[src/flpt_pkg.sv]
// Package for the four-level page table mapper: codes, FSM states and the
// command and status structs between controller and datapath. No dependencies.
`timescale 1ns / 1ps
package flpt_pkg;

    localparam int TABLE_SLOTS_DEF = 64;
    localparam int ENT_BITS        = 9;
    localparam int ENTRIES         = 512;
    localparam int PG_OFS_BITS     = 12;
    localparam int MEMO_BITS       = 43;
    localparam int PAGE_CNT_BITS   = 21;

    localparam logic [63:0] VIRT_BASE_RST = 64'h0000_0001_0000_0000;
    localparam logic [63:0] PHYS_BASE_RST = 64'h0000_0002_0000_0000;
    localparam logic [63:0] PAGE_BYTES    = 64'd4096;
    localparam logic [63:0] BIT_P         = 64'd1;
    localparam logic [63:0] BIT_W         = 64'd2;
    localparam logic [63:0] BIT_U         = 64'd4;
    localparam logic [63:0] BIT_NX        = 64'h8000_0000_0000_0000;
    localparam logic [63:0] ADDR_MASK     = ~64'hFFF;

    localparam logic [1:0] RQ_MAP     = 2'd0;
    localparam logic [1:0] RQ_UNMAP   = 2'd1;
    localparam logic [1:0] RQ_PROTECT = 2'd2;
    localparam logic [1:0] RQ_LOOKUP  = 2'd3;

    localparam logic CFG_VIRT_BASE = 1'b0;
    localparam logic CFG_PHYS_BASE = 1'b1;

    typedef enum logic [1:0] {
        ST_OK       = 2'd0,
        ST_REJECT   = 2'd1,
        ST_FULL     = 2'd2,
        ST_UNMAPPED = 2'd3
    } t_status;

    typedef enum logic [3:0] {
        S_IDLE, S_CHECK, S_PAGE, S_DIR_RD, S_DIR_WAIT, S_SCAN_RD, S_SCAN_CMP,
        S_CLR, S_LINK, S_MEMO, S_LEAF_RD, S_LEAF_WAIT, S_DONE
    } t_state;

    typedef struct packed {
        logic    req_ready;
        logic    setup;
        logic    walk_start;
        logic    alloc;
        logic    clr_step;
        logic    set_root;
        logic    dir_link;
        logic    dir_rd;
        logic    scan_begin;
        logic    scan_rd;
        logic    scan_cmp;
        logic    memo_set;
        logic    leaf_rd;
        logic    leaf_cap;
        logic    leaf_wr;
        logic    page_next;
        logic    out_load;
        t_status code;
    } t_dp_cmd;

    typedef struct packed {
        logic req_fire;
        logic reject;
        logic is_map;
        logic is_lookup;
        logic pages_done;
        logic memo_hit;
        logic root_present;
        logic full;
        logic ent_present;
        logic scan_end;
        logic scan_hit;
        logic lv_last;
        logic clr_last;
        logic out_free;
    } t_dp_sts;

endpackage

[src/flpt_ctrl.sv]
// Controller state machine of the page table mapper: sequences the walk,
// table allocation and leaf updates. Depends on flpt_pkg.
`timescale 1ns / 1ps
module flpt_ctrl (
    input  logic             i_clk,
    input  logic             i_rst_n,
    input  flpt_pkg::t_dp_sts i_sts,
    output flpt_pkg::t_dp_cmd o_cmd
);
    import flpt_pkg::*;

    t_state  r_state, n_state;
    t_status r_code, n_code;
    logic    r_ret_root, n_ret_root;

    always_ff @(posedge i_clk) begin
        if (!i_rst_n) begin
            r_state    <= S_IDLE;
            r_code     <= ST_OK;
            r_ret_root <= 1'b0;
        end else begin
            r_state    <= n_state;
            r_code     <= n_code;
            r_ret_root <= n_ret_root;
        end
    end

    // Next state. A missing entry on a walk either ends the request, skips
    // the page, or allocates a new table.
    always_comb begin
        n_state    = r_state;
        n_code     = r_code;
        n_ret_root = r_ret_root;
        unique case (r_state)
            S_IDLE: begin
                if (i_sts.req_fire) n_state = S_CHECK;
            end
            S_CHECK: begin
                if (i_sts.reject) begin
                    n_code  = ST_REJECT;
                    n_state = S_DONE;
                end else begin
                    n_code  = ST_OK;
                    n_state = S_PAGE;
                end
            end
            S_PAGE: begin
                if (i_sts.pages_done && !i_sts.is_lookup) begin
                    n_state = S_DONE;
                end else if (i_sts.memo_hit) begin
                    n_state = S_LEAF_RD;
                end else if (i_sts.root_present) begin
                    n_state = S_DIR_RD;
                end else if (!i_sts.is_map) begin
                    if (i_sts.is_lookup) begin
                        n_code  = ST_UNMAPPED;
                        n_state = S_DONE;
                    end
                end else if (i_sts.full) begin
                    n_code  = ST_FULL;
                    n_state = S_DONE;
                end else begin
                    n_ret_root = 1'b1;
                    n_state    = S_CLR;
                end
            end
            S_DIR_RD: n_state = S_DIR_WAIT;
            S_DIR_WAIT, S_SCAN_RD: begin
                if (r_state == S_DIR_WAIT && i_sts.ent_present) begin
                    n_state = S_SCAN_RD;
                end else if (r_state == S_SCAN_RD && !i_sts.scan_end) begin
                    n_state = S_SCAN_CMP;
                end else if (!i_sts.is_map) begin
                    if (i_sts.is_lookup) begin
                        n_code  = ST_UNMAPPED;
                        n_state = S_DONE;
                    end else begin
                        n_state = S_PAGE;
                    end
                end else if (i_sts.full) begin
                    n_code  = ST_FULL;
                    n_state = S_DONE;
                end else begin
                    n_ret_root = 1'b0;
                    n_state    = S_CLR;
                end
            end
            S_SCAN_CMP: begin
                if (!i_sts.scan_hit)     n_state = S_SCAN_RD;
                else if (i_sts.lv_last)  n_state = S_MEMO;
                else                     n_state = S_DIR_RD;
            end
            S_CLR: begin
                if (i_sts.clr_last) n_state = r_ret_root ? S_DIR_RD : S_LINK;
            end
            S_LINK:    n_state = i_sts.lv_last ? S_MEMO : S_DIR_RD;
            S_MEMO:    n_state = S_LEAF_RD;
            S_LEAF_RD: n_state = S_LEAF_WAIT;
            S_LEAF_WAIT: begin
                if (i_sts.is_lookup) begin
                    n_code  = i_sts.ent_present ? ST_OK : ST_UNMAPPED;
                    n_state = S_DONE;
                end else begin
                    n_state = S_PAGE;
                end
            end
            S_DONE: begin
                if (i_sts.out_free) n_state = S_IDLE;
            end
            default: n_state = S_IDLE;
        endcase
    end

    // Datapath commands.
    always_comb begin
        o_cmd      = '0;
        o_cmd.code = r_code;
        unique case (r_state)
            S_IDLE:  o_cmd.req_ready = 1'b1;
            S_CHECK: o_cmd.setup = !i_sts.reject;
            S_PAGE: begin
                if (!(i_sts.pages_done && !i_sts.is_lookup)) begin
                    if (i_sts.memo_hit || i_sts.root_present) begin
                        o_cmd.walk_start = 1'b1;
                    end else if (!i_sts.is_map) begin
                        o_cmd.page_next = !i_sts.is_lookup;
                    end else if (!i_sts.full) begin
                        o_cmd.alloc = 1'b1;
                    end
                end
            end
            S_DIR_RD: o_cmd.dir_rd = 1'b1;
            S_DIR_WAIT, S_SCAN_RD: begin
                if (r_state == S_DIR_WAIT && i_sts.ent_present) begin
                    o_cmd.scan_begin = 1'b1;
                end else if (r_state == S_SCAN_RD && !i_sts.scan_end) begin
                    o_cmd.scan_rd = 1'b1;
                end else if (!i_sts.is_map) begin
                    o_cmd.page_next = !i_sts.is_lookup;
                end else if (!i_sts.full) begin
                    o_cmd.alloc = 1'b1;
                end
            end
            S_SCAN_CMP: o_cmd.scan_cmp = 1'b1;
            S_CLR: begin
                o_cmd.clr_step = 1'b1;
                o_cmd.set_root = i_sts.clr_last && r_ret_root;
            end
            S_LINK:    o_cmd.dir_link = 1'b1;
            S_MEMO:    o_cmd.memo_set = 1'b1;
            S_LEAF_RD: o_cmd.leaf_rd = 1'b1;
            S_LEAF_WAIT: begin
                o_cmd.leaf_cap  = i_sts.is_lookup;
                o_cmd.leaf_wr   = !i_sts.is_lookup;
                o_cmd.page_next = !i_sts.is_lookup;
            end
            S_DONE:  o_cmd.out_load = i_sts.out_free;
            default: o_cmd = '0;
        endcase
    end

endmodule

[config.mk]
export PLATFORM = sky130hd
export DESIGN_NAME = flpt_ctrl
export DESIGN_NICKNAME = d
export VERILOG_FILES = /design/src/flpt_pkg.sv /design/src/flpt_ctrl.sv
export SDC_FILE = /design/constraint.sdc
export NUM_CORES = 1
export LEC_CHECK = 0
export BUFFER_PORTS_ARGS = -buffer_cell sky130_fd_sc_hd__buf_2
export CORE_MARGIN = 5
export CORE_UTILIZATION = 51
export DETAILED_ROUTE_END_ITERATION = 16
export PLACE_DENSITY_LB_ADDON = 0.15
export SKIP_CTS_REPAIR_TIMING = 1
export SYNTH_ARGS = -nofsm -noshare
export SYNTH_HDL_FRONTEND = slang
export SYNTH_SLANG_ARGS = --single-unit
export TNS_END_PERCENT = 100
[constraint.sdc]
create_clock -name i_clk -period 5 [get_ports i_clk]
set_clock_uncertainty 0.05 [all_clocks]
set_input_delay 0.25 -clock i_clk [delete_from_list [all_inputs] [get_ports i_clk]]
set_output_delay 0.25 -clock i_clk [all_outputs]
set_load 0.01 [all_outputs]
==> out/results.tsv <==
stage	metric	value	unit
status	status	finished clean	
clocking	CTS buffer count	3	
logic_synthesis	xor/xnor share of the synthesized area	0.851	%
sta	Final Cycle Share	56.2	%
power_and_ir_drop	reported net switching power	0.263	mW
clocking	clock sinks	7	
clocking	Root Buffer	clkbuf_4	
worst_setup_path	critical path's largest stage delay	0.93	ns
worst_setup_path	CP bufs+invs	1	
sta	Tmin final	2.81	ns
floorplan	Die Area	3020	um2
worst_setup_path	type of the worst setup path	register to primary output	
cells_and_area	final-stage net count	193	
power_and_ir_drop	combinational power share	60.7	%
worst_setup_path	CP cell instances	or4b_1 > o31a_1 > o21a_1 > nor2_2 > buf_2	
logic_synthesis	Synth Area in Compound Gates	31.7	%
sta	Worst Tran Pin Value	0.944	ns
clocking	Clock H-tree levels	1	
global_routing	GRT Total Usage	22.1	%
power_and_ir_drop	Pint	0.262	mW
power_and_ir_drop	sequential share of power	30.0	%
floorplan	Starting Density	53.0	%
worst_setup_path	Worst setup EP type	primary output	
worst_setup_path	Crit path required time	4.70	ns
global_routing	global-route wire length before repair	5040	um
power_and_ir_drop	total leakage power	0.514	nW
logic_synthesis	FFs w/ async S/R, synth	0	%
floorplan	die width	54.9	um
logic_synthesis	yosys warns	0	
cells_and_area	share of layout cells above drive strength 1	26.7	%
worst_setup_path	worst reg2reg setup slack	2.64	ns
routing	post-route DRC violation count	0	
logic_synthesis	Post-Synth Adder-Cell Area	0	%
logic_synthesis	Seq/Total Area, Yosys	13.6	%
global_routing	global route overflow	0	
logic_synthesis	Post-Synthesis Cells	151	
logic_synthesis	Post-Syn Area	1030	um2
power_and_ir_drop	Clk network pwr share	9.3	%
logic_synthesis	Synth Flop Type	dfxtp_1	
logic_synthesis	count of cell types in the netlist	52	
cells_and_area	Core Util, Final	61.5	%
floorplan	die height	54.9	um
sta	final hold violations	0	
routing	Pre-antenna DRT Iters	4	
sta	TNS Setup	0	ns
clocking	Clock Latency Late Sink	0.24	ns
routing	antenna-violating nets left	0	
sta	slew margin rel.	37.0	%
routing	DR WL/cell	14.7	um
clocking	clk slew on worst S/H paths	0.05	ns
sta	Max Slew Vio Count	0	
worst_setup_path	Slowest-stage cell, CP	dfxtp_1	
logic_synthesis	post-synthesis mux area share	0.972	%
power_and_ir_drop	Power Density	440	nW/um2
worst_setup_path	crit-path leading delay family	flip-flops	
worst_setup_path	Crit path arrival time	2.51	ns
routing	DR vias/cell	5.91	
routing	WL final	2980	um
global_routing	initial antenna violation count	0	
sta	Fin Hold WS	0.251	ns
placement	post-DP HPWL	2260	um
floorplan	Cell Rows	16	
clocking	worst-case clock buffer depth	2	
routing	total number of vias	1199	
cells_and_area	number of diodes	0	
power_and_ir_drop	peak supply drop	0.000372	V
power_and_ir_drop	switching part of the total	50.1	%
worst_setup_path	CP Max Fanout	33	
global_routing	vias in the first global route	1108	
logic_synthesis	Yosys reg bits	7	
placement	routability cong.	0.983	
logic_synthesis	Syn Area/Cell	6.82	um2
clocking	CTS tree	done	
routing	Iter 0 DRT Violations	26	
global_routing	largest net degree at the start of global routing	34	
placement	IO buf count	34	
sta	Max Freq	356	MHz
flow_run	max_cap viols	0	
floorplan	I/O pin count	35	
cells_and_area	area grow syn2layout	15.9	%
min_path	worst hold path class	primary input to register	
logic_synthesis	syn_nets	167	
cells_and_area	fill cell instance count of the final layout	206	
worst_setup_path	element type at the critical path start	register	
sta	Setup Viol. Count Final	0	
sta	RSZ-0062 raised after global routing	no	
logic_synthesis	Post-Synth Simple-Gate Area	43.9	%
floorplan	area of the core	1940	um2
logic_synthesis	largest family of logic cells by synthesized area	simple AND/OR/NAND/NOR gates	
logic_synthesis	Post-synth EDFFs	0	
metrics by stage:
| stage | instance area (um2) | cells | setup WS, ns | power, mW |
|---|---|---|---|---|
| final | 1190 | 203 | 2.19 | 0.525 |
| after global routing | 1190 | 203 | 2.01 | 0.579 |
| after CTS | 1190 | 203 | 2.20 | 0.525 |
| after detailed placement | 1170 | 199 | 2.47 | 0.473 |
| after global placement | 1170 | 199 | 2.49 | 0.467 |
| after floorplan | 1030 | 151 | 3.10 | 0.403 |
registers in the layout (all words and copies together) (netlist names):
name,cells
r_ret_root,1
r_state,4
r_code,2
cell type report:
type / instances / area (um2) / area share [%]
Multi-Input combinational cell: 124 / 797 / 66.8
Timing Repair Buffer: 34 / 170 / 14.3
Sequential cell: 7 / 140 / 11.7
Tap cell: 27 / 33.8 / 2.83
Clock buffer: 4 / 26.3 / 2.20
Inverter: 7 / 26.3 / 2.20
power by group through the flow:
stage               logic [mW]  registers [mW]  clock network [mW]
detailed placement       0.317           0.155                   0
floorplan                0.313          0.0892                   0
CTS                      0.319           0.155              0.0518
global route             0.355           0.168              0.0553
finish                   0.319           0.157              0.0491
global placement         0.312           0.154                   0
final timing paths:
| kind | end | cells after the start | start |
|---|---|---|---|
| setup / recovery | o_cmd[3] | 5 | r_state[1]$_SDFFE_PN0P_ |
| hold reg to reg | r_code[1]$_SDFFE_PN0P_ | 2 | r_code[1]$_SDFFE_PN0P_ |
| hold / removal | r_state[3]$_SDFFE_PN0P_ | 3 | i_sts[0] |
| setup reg to reg | r_code[0]$_SDFFE_PN0P_ | 4 | r_state[1]$_SDFFE_PN0P_ |
tightest hold or removal path, stage by stage:
cell	delay (ns)
buf_2	0.10
or4_1	0.10
a21oi_1	0.05
cell usage after synthesis (2+ instances only):
cell type / n / share of area, %
nand2_1: 8 / 2.9
nand2b_1: 14 / 8.5
a211o_1: 3 / 2.6
nor2_1: 17 / 6.2
o21a_1: 4 / 2.9
dfxtp_1: 7 / 14
or2_2: 3 / 1.8
a21oi_1: 10 / 4.9
nor4_1: 6 / 3.6
inv_1: 7 / 2.6
o311a_1: 2 / 1.9
o21ai_0: 2 / 0.97
buf_2: 8 / 3.9
nor3_1: 6 / 2.9
a211oi_1: 2 / 1.5
clkbuf_1: 3 / 1.1
or3b_1: 3 / 2.6
nand4_1: 2 / 1.2
nor4b_1: 2 / 1.7
nand3_1: 7 / 3.4
o31ai_1: 2 / 1.5
and3_1: 2 / 1.2
a22o_1: 2 / 1.7
cell families after synthesis:
group | after synthesis
multiplexers | 1
AND/OR/NAND/NOR | 80
buffers and inverters | 20
AO/OA/AOI/OAI | 42
flip-flops | 7
XOR/XNOR | 1
layout by cell type, fill, tap and decap left out, types with 2 or more instances in the layout:
master / Yosys / routed
a211o_1: 3 / 3
a211oi_1: 2 / 2
a21oi_1: 10 / 10
a22o_1: 2 / 2
and3_1: 2 / 2
buf_2: 8 / 34
clkbuf_4: 0 / 3
dfxtp_1: 7 / 7
inv_1: 7 / 7
nand2_1: 8 / 8
nand2b_1: 14 / 14
nand3_1: 7 / 7
nand4_1: 2 / 2
nor2_1: 17 / 17
nor3_1: 6 / 6
nor4_1: 6 / 6
nor4b_1: 2 / 2
o21a_1: 4 / 4
o21ai_0: 2 / 2
o311a_1: 2 / 2
o31ai_1: 2 / 2
or2_2: 3 / 3
or3b_1: 3 / 3
routing by layer:
layer / wire, um / vias up / global-route usage [%] / share of wire [%]
met4: 0 / 0 / 1.62 / 0
met1: 1380 / 536 / 31.0 / 46
met3: 219 / 0 / 4.29 / 7.3
met2: 1380 / 47 / 36.6 / 46
met5: 0 / - / 0 / 0
li1: - / 616 / - / -
(Power assumes the default switching activity.)
